[config.mk]
export PLATFORM = sky130hd
export DESIGN_NAME = uapq_cell
export DESIGN_NICKNAME = d
export VERILOG_FILES = /design/src/assert_macros.svh /design/src/uapq_pkg.sv /design/src/uapq_cell.sv
export SDC_FILE = /design/constraint.sdc
export NUM_CORES = 1
export LEC_CHECK = 0
export ABC_AREA = 1
export BUFFER_PORTS_ARGS = -buffer_cell sky130_fd_sc_hd__buf_2
export CAP_MARGIN = 10
export CORE_ASPECT_RATIO = 1.1
export CORE_MARGIN = 1
export CORE_UTILIZATION = 30
export DETAILED_ROUTE_END_ITERATION = 10
export GPL_TIMING_DRIVEN = 0
export SLEW_MARGIN = 20
export SYNTH_ARGS = -nofsm -noshare
export SYNTH_HDL_FRONTEND = slang
export SYNTH_SLANG_ARGS = --single-unit
[constraint.sdc]
create_clock -name i_clk -period 10 [get_ports i_clk]
set_input_delay 0.5 -clock i_clk [delete_from_list [all_inputs] [get_ports i_clk]]
set_output_delay 0.5 -clock i_clk [all_outputs]
set_load 0.05 [all_outputs]
[src/assert_macros.svh]
// Assertion macros used by the top-level RTL file.
`ifndef ASSERT_MACROS_SVH
`define ASSERT_MACROS_SVH

// Same-cycle implication, disabled while reset is held.
`define ASSERT_NOW(label, clk, rst_n, ante, cons, msg) \
    label: assert property (@(posedge clk) disable iff (!rst_n) (ante) |-> (cons)) \
        else $error(msg);

// Next-cycle implication, disabled while reset is held.
`define ASSERT_NEXT(label, clk, rst_n, ante, cons, msg) \
    label: assert property (@(posedge clk) disable iff (!rst_n) (ante) |=> (cons)) \
        else $error(msg);

`endif

[src/uapq_pkg.sv]
// Shared constants, codes and types for the unsorted array priority queue.
package uapq_pkg;

    localparam int CAPACITY = 64;
    localparam int IDX_W    = (CAPACITY > 1) ? $clog2(CAPACITY) : 1;
    localparam int COUNT_W  = $clog2(CAPACITY + 1);
    localparam int DATA_W   = 32;

    typedef enum logic [1:0] {
        OP_ENQ     = 2'd0,
        OP_DEQ_MIN = 2'd1,
        OP_DEQ_MAX = 2'd2,
        OP_NOP     = 2'd3
    } t_op;

    typedef enum logic [1:0] {
        ST_ENQUEUED = 2'd0,
        ST_DEQUEUED = 2'd1,
        ST_FULL     = 2'd2,
        ST_EMPTY    = 2'd3
    } t_status;

    // Scan token handed from cell to cell.
    typedef struct packed {
        logic signed [DATA_W-1:0] best_pri;
        logic signed [DATA_W-1:0] best_val;
        logic [IDX_W-1:0]         best_idx;
        logic signed [DATA_W-1:0] last_pri;
        logic signed [DATA_W-1:0] last_val;
    } t_tok;

    // Broadcast entry write.
    typedef struct packed {
        logic                     en;
        logic [IDX_W-1:0]         idx;
        logic signed [DATA_W-1:0] val;
        logic signed [DATA_W-1:0] pri;
    } t_wr;

endpackage

[src/uapq_cell.sv]
// One queue slot: holds an entry and updates the passing scan token.
module uapq_cell
    import uapq_pkg::*;
(
    input  logic               i_clk,
    input  logic               i_rst_n,
    input  logic [IDX_W-1:0]   i_index,
    input  logic [COUNT_W-1:0] i_count,
    input  logic               i_want_small,
    input  t_wr                i_wr,
    input  logic               i_tok_vld,
    input  t_tok               i_tok,
    output logic               o_tok_vld,
    output t_tok               o_tok
);

    logic signed [DATA_W-1:0] r_val;
    logic signed [DATA_W-1:0] r_pri;
    logic                     r_tok_vld;
    t_tok                     r_tok;
    t_tok                     n_tok;
    logic                     w_held;
    logic                     w_last;
    logic                     w_better;

    always_comb begin
        w_held   = COUNT_W'(i_index) < i_count;
        w_last   = (COUNT_W'(i_index) + COUNT_W'(1)) == i_count;
        w_better = i_want_small ? ($signed(r_pri) < $signed(i_tok.best_pri))
                                : ($signed(r_pri) > $signed(i_tok.best_pri));
        n_tok    = i_tok;
        if (w_held) begin
            // strict compare: the earliest of equal priorities stays best
            if (i_index == '0 || w_better) begin
                n_tok.best_pri = r_pri;
                n_tok.best_val = r_val;
                n_tok.best_idx = i_index;
            end
            if (w_last) begin
                n_tok.last_pri = r_pri;
                n_tok.last_val = r_val;
            end
        end
    end

    always_ff @(posedge i_clk) begin
        if (i_wr.en && i_wr.idx == i_index) begin
            r_val <= i_wr.val;
            r_pri <= i_wr.pri;
        end
        if (i_tok_vld) begin
            r_tok <= n_tok;
        end
    end

    always_ff @(posedge i_clk) begin
        if (!i_rst_n) begin
            r_tok_vld <= 1'b0;
        end else begin
            r_tok_vld <= i_tok_vld;
        end
    end

    assign o_tok_vld = r_tok_vld;
    assign o_tok     = r_tok;

endmodule

Word level (Yosys, flattened, before mapping)

Index checks and enable logic that the tools add are counted.

Multipliers: 0
Magnitude comparators: 3
Div/mod/pow operators: 0
Equality and inequality tests: 2
Muxes and demuxes: 4
Reductions and logical operators: 3
$add $sub $neg: 1
Bitwise logic cells: 0
Shift operators: 0

Operators by type and width:

| cell                                         | count |
|---|---|
| two-way mux 134 bit                          | 1 |
| two-way mux 70 bit                           | 1 |
| two-way mux 64 bit                           | 1 |
| greater-than comparator 32 bit               | 1 |
| less-than comparator 32 bit                  | 1 |
| adder 6 x 1 -> 7 bit (second input constant) | 1 |
| equality test 7 bit                          | 1 |
| less-than comparator 6 x 7 -> 1 bit          | 1 |
| equality test 6 bit                          | 1 |
| zero test 6 bit                              | 1 |
| logical AND 1 bit                            | 1 |
| logical OR 1 bit                             | 1 |
| two-way mux 1 bit                            | 1 |

Memories: 0
ROM bits: 0
Latch bits: 0
Output and inout bits: 135
Word-level logic and storage cells: 21
Input port bits: 222
Bits in writable memories: 0
Bits in registers: 199

Longest topological paths before layout

Gate-level depths: netlist of the first run.

Depth after elaboration: 5
Gate-level depth with buffers: 20

Worst setup path before layout of the first run

OpenSTA, ideal clock, no wires.

Path kind: input -> register
Start: input port i_index[2]
End: register r_pri[0], enable pin
Arrival time: 7046 ps
Buffers on the path: 1
Cell stages on the path: 5
Slack: 2309 ps
Data required time: 9356 ps
Cells stage by stage: buf_2 -> xor2_1 -> a21oi_1 -> nand4_1 -> nor4_1

Longest elaborated chain between the ends: 2

Ends and longest elaborated chain:

| element              | line            | text |
|---|---|---|
| start, declared      | uapq_cell.sv:7  | `input logic [IDX_W-1:0] i_index,` |
| equality test 6 bit  | uapq_cell.sv:47 | `if (i_wr.en && i_wr.idx == i_index) begin` |
| logical AND 1 bit    | uapq_cell.sv:47 |  |
| end signal, assigned | uapq_cell.sv:49 | `r_pri <= i_wr.pri;` |
| end, declared        | uapq_cell.sv:18 | `logic signed [DATA_W-1:0] r_pri;` |

No other way between the ends.
A chain may end at the register's enable or synchronous reset.

==> results of run 1 <==
-- cells in the final DEF (no fill, tap or decap), types with 2 or more instances in the layout --
cell type     n
o22ai_1       2
nor3_1        2
xnor2_1       5
diode_2       6
nand4_1       3
ha_1         40
edfxtp_1    198
clkinvlp_4    3
clkinv_4      3
inv_6         5
nand3_1     142
buf_2       378
clkbuf_1     29
o21ai_0       5
clkbuf_16    17
inv_1        53
a21oi_1      21
xor2_1        4
nand2_1     314
o21a_1        2
nor2_1       12
buf_4         5
-- kinds of logic (layout without fill, tap and decap cells) --
family,after synthesis,in the layout,synth area share
AOI/OAI and AO/OA,34,34,0.0207
xor gates and xnor gates,9,9,0.00865
adders and majority gates,40,40,0.0549
buffers and inverters,97,498,0.0421
DFF,199,199,0.654
other,0,6,0
and+or+nand+nor,476,476,0.219
-- report_power, final --
group          leakage [uW]  switching [uW]  total, uW  internal, uW
clock network      0.000268             332        682           350
logic               0.00354             301        408           107
registers           0.00191            13.0        991           978
total               0.00572             646       2080          1430
-- registers in the layout (all words and copies together), names as in the netlist --
name / flops
r_val: 32
o_tok: 134
r_pri: 32
o_tok_vld: 1
-- stage by stage --
step / setup slack, ns / instances
after global placement: -2.72 / 1585
final: 6.71 / 1636
after detailed placement: 6.29 / 1598
after global routing: 6.34 / 1632
after floorplan: 2.31 / 855
after CTS: 6.61 / 1630
-- metal layers --
metal  track usage  vias up
li1              -     3708
met1         0.228     3479
met2         0.313      308
met3        0.0348       47
met4        0.0804        0
met5             0        -
-- worst register-to-register path, stage by stage, from the launching register on --
cell	delay (ns)
edfxtp_1	0.49
ha_1	0.40
nand2_1	0.09
nor2_1	0.14
nand2_1	0.10
nor2_1	0.16
nand2_1	0.10
nand2_1	0.09
nand2_1	0.05
nand3_1	0.07
nand3_1	0.44
nand2_1	0.51
buf_2	0.34
nand2_1	0.11
nand2_1	0.08
-- how the worst max path moves through the flow --
stage | slack, ns | to | from | cells past startpoint
after floorplan | 2.31 | r_pri[0] | i_index[2] | 5
after global placement | -2.72 | r_val[27] | i_index[3] | 4
after detailed placement | 6.29 | o_tok[1] | i_count[2] | 14
after CTS | 6.61 | o_tok[93] | r_pri[31] | 14
after global routing | 6.34 | o_tok[87] | r_pri[31] | 14
final | 6.71 | o_tok[93] | r_pri[31] | 14
-- final cells by class --
cell class	instances	area [um2]	share of cell area
multi-input combinational	559	2770	0.230
tap	374	468	0.0388
clock buffer	18	429	0.0356
sequential	199	5970	0.495
inverter	53	199	0.0165
timing repair buffer	369	1890	0.157
buffer	44	185	0.0154
antenna	6	15.0	0.00124
clock inverter	14	138	0.0114
==> flow_summary.yaml, run 1 <==
global_route:
  grt_max_degree: 85
  antenna_found_initial: 4
  grt_pass1_vias: 7453
  grt_overflow: 0
  track_usage: 0.184
  grt_pass1_wl_um: 41900
place:
  place_congestion: 0.835
  place_area_mm2: 0.0115
  port_buffers: 356
  dp_hpwl_um: 22300
sta:
  fin_skew_ns: 0.0165
  maxSlewHeadroom: 0.330
  tns_ns: 0
  finalSetupViolCount: 0
  whs_ns: 0.224
  worst_pin_slew_ns: 0.998
  hold_violations: 0
  rsz0062_at_grt: "no"
  fmax_mhz: 304
  maxSlewViolCount: 0
  post-route-min-period_ns: 3.29
  period_share: 0.329
clock_network:
  cts_resized: 0
  clockBufferDepth: 2
  cts-hold-fix-buffers: 0
  clk-insertion-delay-late_ns: 0.44
  root_buffer: "clkbuf_16"
  htreeDepth: 4
  path_clk_slew_ns: 0.08
  cts_tree: "built"
  cts_setup_buffers: 0
  cts.sinks: 199
  cts_buffers: 17
min_path:
  hold_path.class: "primary input to flop"
  min_from: "i_wr[22]"
  min_to: "r_pri[22]"
  whs_path_depth: 1
worst_setup_path:
  r2r-start: "r_pri[31]"
  slowest_delay_ns: 0.51
  worstPathRequired_ns: 10.31
  end_kind: "flop"
  critical-path-top-delay-family: "simple AND/OR/NAND/NOR gates"
  r2r-end: "o_tok[93]"
  crit_fanout: 10
  ff2ff_path_depth: 14
  crit_type: "flop to flop"
  reg2reg_slack_ns: 6.71
  path_common_cell: "nand2_1"
  startpoint_type: "flop"
  path_cells: "ha_1 -> nand2_1 -> nor2_1 -> nand2_1 -> nor2_1 -> nand2_1 -> nand2_1 -> nand2_1 -> nand3_1 -> nand3_1 -> nand2_1 -> buf_2 -> nand2_1 -> nand2_1"
  arrival_ns: 3.60
  path_buf_inv: 1
  crit_path_top_delay_cell: "nand2_1"
pwr:
  p_leak_uw: 0.00572
  power_uw: 2080
  ir_drop_mv: 0.0922
  p_per_area_mw_per_mm2: 172
synthesis:
  synthFlopType: "edfxtp_1"
  synth_edf_count: 198
  synth_top_area_share: 0.652
  synth_area_leaders: "edfxtp_1, nand2_1, nand3_1"
  seq_area_frac_synth: 0.654
  synth_warnings: 0
  syn_area_mm2: 0.00911
  yosys.area.top_type: "edfxtp_1"
  synth_nets: 1117
  synthTopCellsByCount: "nand2_1, edfxtp_1, nand3_1, inv_1, ha_1"
  yosysMostFrequentCell: "nand2_1"
  ys_async_sr_fraction: 0
  syn_avg_cell_area_um2: 10.7
  synth_cells: 855
  ys_ff_latch: 199
  ys_types: 24
route:
  drc: 0
  wl_per_cell_um: 17.7
  wl_met2_um: 14500
  via_per_inst: 4.61
  drtIter0Drc: 553
  wl_met3_um: 1650
  firstDrtPassIters: 5
  highest_layer: "met4"
  vias: 7542
  routed_wl_um: 28900
  ant_nets: 0
  wl_met1_um: 12000
cells_and_area:
  design_area_mm2: 0.0121
  drive_above_1_share: 0.333
  utilization: 0.406
  fin_nets: 1505
  synthToLayoutAreaGrowth_pct: 32.3
  fillers: 2966
die:
  ios: 357
  core_mm2: 0.0297
  fp.dieW_um: 168
  start_util: 0.307
  num_rows: 66
  die_y_um: 185
  design.die.area_mm2: 0.0311
status:
  status: "completed"
job:
  cap_violations: 0
Note: power is estimated with default switching activity, not from simulation.
==> run 2: changes to the inputs <==
==> constraint.sdc (replaced) <==
create_clock -name i_clk -period 2.9 [get_ports i_clk]
set_input_delay 0.145 -clock i_clk [delete_from_list [all_inputs] [get_ports i_clk]]
set_output_delay 0.145 -clock i_clk [all_outputs]
set_load 0.05 [all_outputs]
==> flow_summary.yaml, run 2 (synthesis gave the netlist of run 1 again) <==
route:
  vias: 8652
  wl_per_cell_um: 17.3
  routed_wl_um: 31700
  drtIter0Drc: 568
  ant_nets: 0
  firstDrtPassIters: 5
  drc: 0
  via_per_inst: 4.73
sta:
  maxSlewViolCount: 0
  post-route-min-period_ns: 2.69
  fmax_mhz: 372
  maxSlewHeadroom: 0.608
  finalSetupViolCount: 0
  hold_violations: 0
  tns_ns: 0
  fin_skew_ns: 0.0163
  period_share: 0.928
  worst_pin_slew_ns: 0.588
die:
  design.die.area_mm2: 0.0311
  num_rows: 66
  ios: 357
  die_y_um: 185
  core_mm2: 0.0297
  fp.dieW_um: 168
  start_util: 0.307
worst_setup_path:
  startpoint_type: "flop"
  worstPathRequired_ns: 3.09
  crit_fanout: 10
  crit_path_top_delay_cell: "edfxtp_1"
  path_cells: "ha_1 -> a21oi_1 -> nand2_1 -> a21oi_1 -> nand2_1 -> nand2_1 -> nand2_1 -> nand2_1 -> nand3_1 -> nand3_4 -> buf_12 -> nand2_8 -> buf_2 -> nand2_1 -> nand2_1"
  arrival_ns: 2.88
  end_kind: "flop"
  path_common_cell: "nand2_1"
  slowest_delay_ns: 0.45
  crit_type: "flop to flop"
clock_network:
  clockBufferDepth: 2
  path_clk_slew_ns: 0.07
  clk-insertion-delay-late_ns: 0.45
  cts.sinks: 199
  htreeDepth: 4
  cts_buffers: 17
  cts_tree: "built"
  root_buffer: "clkbuf_16"
pwr:
  p_per_area_mw_per_mm2: 528
  p_leak_uw: 0.00660
  ir_drop_mv: 0.277
global_route:
  antenna_found_initial: 1
  grt_pass1_wl_um: 46300
  grt_pass1_vias: 8619
  grt_overflow: 0
  track_usage: 0.199
  grt_max_degree: 82
cells_and_area:
  drive_above_1_share: 0.292
  largest_reg_flops: 134
  layout.cells.most_common: "buf_2"
  fin_nets: 1703
  synthToLayoutAreaGrowth_pct: 55.1
  design_area_mm2: 0.0141
  layout_common_cells: "buf_2, nand2_1, dlygate4sd3_1, edfxtp_1, nand3_1"
place:
  dp_hpwl_um: 21800
  port_buffers: 356
  place_area_mm2: 0.0115
  place_congestion: 0.812
min_path:
  hold_path.class: "primary input to flop"
status:
  status: "completed"
job:
  cap_violations: 0
## run 2: cell count changes in the layout (fill, tap and decap cells not counted), sizes merged
cell	before	now
dlygate4sd3	0	198
clkinv	4	10
inv	59	54
clkinvlp	3	0
diode	6	3
bufinv	1	2
## run 2: what timing repair did
item | in CTS | in global routing
gates resized for setup | 5 | 19
endpoints found under the hold margin | 198 | 0
hold buffers | 198 | 0
setup buffers | 0 | 5
endpoints found under the setup margin | 71 | 74
pin swaps | 0 | 2
## run 2: path summary, 6_finish.rpt
kind / end / cells after the start / startpoint / slack [ns]
max: o_tok[81] / 15 / r_pri[11] / 0.21
min: o_tok[129] / 3 / i_tok[129] / 0.07
max reg2reg: o_tok[81] / 15 / r_pri[11] / 0.21
min reg2reg: o_tok[15] / 2 / r_val[15] / 0.58
## run 2: report_power, final
group          internal [uW]  switching, uW  leakage (uW)  total, uW
logic                    564           1110       0.00441       1670
clock network           1260           1110      0.000279       2370
registers               3370           51.9       0.00191       3430
total                   5200           2270       0.00660       7470
## run 2: area by class of cell
type                            count  area, um2
Sequential cell                   199       5970
Buffer                             44        211
Clock buffer                       18        429
Clock inverter                     13        131
Antenna cell                        3       7.51
Inverter                           53        199
Multi-Input combinational cell    559       2810
Fill cell                        2712      15600
Timing Repair Buffer              567       3920
Tap cell                          374        468
## run 2: through the flow
| step | util | instances | hold WS, ns | power (uW) | worst slack, ns |
|---|---|---|---|---|---|
| floorplan | - | 855 | 0.238 | 4390 | -0.209 |
| global route | 0.475 | 1828 | 0.0452 | 7740 | -0.000418 |
| finish | 0.476 | 1830 | 0.0741 | 7470 | 0.210 |
| detailed placement | 0.387 | 1593 | 0.323 | 4900 | -0.585 |
| global placement | 0.383 | 1585 | 0.322 | 4890 | -1.82 |
| CTS | 0.473 | 1822 | 0.0415 | 7490 | 0.00418 |
## run 2: worst max-delay path, delay by kind of cell (launching register included)
kind            cells  cell delay [ns]
fa+ha+maj           1             0.35
simple gates       10             0.94
buf+inv             2             0.37
compound gates      2             0.31
flops               1             0.45
## run 2: per-layer routing
layer,GRT usage,wire [um]
met1,0.235,12700
met2,0.349,16100
met4,0.0960,1250
met3,0.0363,1600
met5,0,0
==> run 3: changes to the inputs <==
--- a/config.mk
+++ b/config.mk
@@ -5,7 +5,6 @@
 export SDC_FILE = /design/constraint.sdc
 export NUM_CORES = 1
 export LEC_CHECK = 0
-export ABC_AREA = 1
 export BUFFER_PORTS_ARGS = -buffer_cell sky130_fd_sc_hd__buf_2
 export CAP_MARGIN = 10
 export CORE_ASPECT_RATIO = 1.1
==> flow_summary.yaml, run 3 <==
cells_and_area:
  layout_common_cells: "buf_2, edfxtp_1, dlygate4sd3_1"
  largest_reg_flops: 134
  drive_above_1_share: 0.534
  synthToLayoutAreaGrowth_pct: 54.9
  fin_nets: 1354
  layout.cells.most_common: "buf_2"
  design_area_mm2: 0.0141
clock_network:
  htreeDepth: 4
  cts.sinks: 199
  cts_buffers: 17
  clk-insertion-delay-late_ns: 0.44
  path_clk_slew_ns: 0.08
  root_buffer: "clkbuf_16"
  clockBufferDepth: 2
  cts_tree: "built"
synthesis:
  synth_cells: 535
  yosysMostFrequentCell: "edfxtp_1"
  ys_types: 43
  synth_warnings: 0
  yosys.area.top_type: "edfxtp_1"
  syn_avg_cell_area_um2: 17.0
  synth_edf_count: 198
  synthAdderAreaFrac: 0.0551
  synth-xor-area-share: 0.0125
  synth-simple-area-share: 0.0336
  synth_top_family_by_area: "multiplexers"
  syn_area_mm2: 0.00908
  synthFlopType: "edfxtp_1"
  synth_top_area_share: 0.655
  synth_area_leaders: "edfxtp_1, mux2_2, mux2_4"
  synth_compound_area_frac: 0.0307
  synth_nets: 797
  seq_area_frac_synth: 0.657
  synthTopCellsByCount: "edfxtp_1, mux2_2, inv_1, ha_1, mux2_4"
  muxShareOfSynthArea: 0.182
  ys_async_sr_fraction: 0
  ys_ff_latch: 199
sta:
  maxSlewViolCount: 0
  tns_ns: -15.76
  maxSlewHeadroom: 0.558
  fmax_mhz: 316
  worst_pin_slew_ns: 0.664
  fin_skew_ns: 0.0171
  finalSetupViolCount: 68
  whs_ns: 0.0216
  rsz0062_at_grt: "yes"
  period_share: 1.09
  post-route-min-period_ns: 3.17
  fin_ws_ns: -0.267
  hold_violations: 0
place:
  place_congestion: 0.783
  place_area_mm2: 0.0115
  port_buffers: 356
  dp_hpwl_um: 18500
  pre_cts_ws_ns: -1.04
worst_setup_path:
  crit_fanout: 5
  worstPathRequired_ns: 3.08
  arrival_ns: 3.35
  startpoint_type: "flop"
  crit_type: "flop to flop"
  end_kind: "flop"
global_route:
  grt_max_degree: 69
  antenna_found_initial: 4
  grt_pass1_vias: 6729
  track_usage: 0.162
  grt_pass1_wl_um: 37400
  grt_overflow: 0
die:
  ios: 357
  fp.dieW_um: 168
  design.die.area_mm2: 0.0310
  num_rows: 66
  start_util: 0.306
  core_mm2: 0.0296
  die_y_um: 184
min_path:
  hold_path.class: "primary input to flop"
route:
  vias: 6554
  wl_per_cell_um: 17.5
  ant_nets: 0
  routed_wl_um: 25900
  via_per_inst: 4.42
  drtIter0Drc: 326
  drc: 0
  firstDrtPassIters: 4
status:
  violations: "negative setup slack"
  status: "complete, but fails checks"
pwr:
  p_per_area_mw_per_mm2: 532
  ir_drop_mv: 0.321
  power_uw: 7490
  p_leak_uw: 0.00604
job:
  cap_violations: 0
-- run 3: cell count changes after synthesis, sizes merged, moves of 3 or more --
cell and delta:
buf -7, nor2b +4, nand2b +3, nor4 +3, mux2 +132, nor2 -8
a21oi -5, nand3 -135, nand4 +9, inv -10, nand2 -306, clkbuf -22
-- run 3: kinds of logic (layout without fill, tap and decap cells) --
kind of cell               count (synthesis)  after routing
buffers and inverters                     58            628
other                                      0              5
and+or+nand+nor                           52             52
xor gates and xnor gates                  13             13
AOI/OAI and AO/OA                         39             39
muxes                                    134            134
adders and majority gates                 40             40
DFF                                      199            199
-- run 3: per-stage QoR --
stage | instances | utilization
6_report | 1484 | 0.475
5_1_grt | 1482 | 0.474
2_1_floorplan | 535 | -
3_3_place_gp | 1265 | 0.383
3_5_place_dp | 1273 | 0.387
4_1_cts | 1463 | 0.464
-- run 3: metal layers --
| layer | GRT usage | part of all wire |
|---|---|---|
| met1 | 0.198 | 0.43 |
| met2 | 0.279 | 0.51 |
| met3 | 0.0354 | 0.044 |
| met4 | 0.0609 | 0.019 |
| met5 | 0 | 0 |
-- run 3: where the power goes --
group          switching (uW)  total, uW  internal (uW)  leakage (uW)
sequential               45.1       3410           3360       0.00190
clock                    1190       2420           1230      0.000282
combinational             975       1670            691       0.00387
-- run 3: path summary, 6_finish.rpt --
| kind | start | endpoint | slack (ns) | cells past startpoint |
|---|---|---|---|---|
| max | r_pri[7] | o_tok[120] | -0.27 | 10 |
| min | i_tok[87] | o_tok[87] | 0.02 | 2 |
| max reg2reg | r_pri[7] | o_tok[120] | -0.27 | 10 |
| min reg2reg | r_val[2] | o_tok[72] | 0.57 | 1 |
-- run 3: layout make-up --
class                   instances  area (um2)
fillers                      2629       15600
diodes                          5        12.5
well taps                     374         468
repair buffers                538        3630
flip-flops and latches        199        5970
clock inverters                15         165
multi-input cells             278        3070
plain buffers                  15         178
clock buffers                  17         425
inverters                      43         161
-- run 3: repair_timing --
action | 4_1_cts | 5_1_grt
hold buffers | 146 | 1
gates cloned | 1 | 2
buffers inserted | 11 | 13
gates resized for setup | 27 | 32
endpoints found under the setup margin | 71 | 118
hold endpoints to repair | 146 | 2
pin swaps | 9 | 17
-- run 3: worst max-delay path, stage by stage, from the launching register on --
cell and delay [ns]:
edfxtp_1 0.46, ha_4 0.31, nand4_1 0.25, a2111oi_4 0.46
o31ai_4 0.14, and3b_2 0.23, a311oi_4 0.27, o21bai_4 0.15
buf_12 0.17, clkbuf_16 0.16, mux2_4 0.29
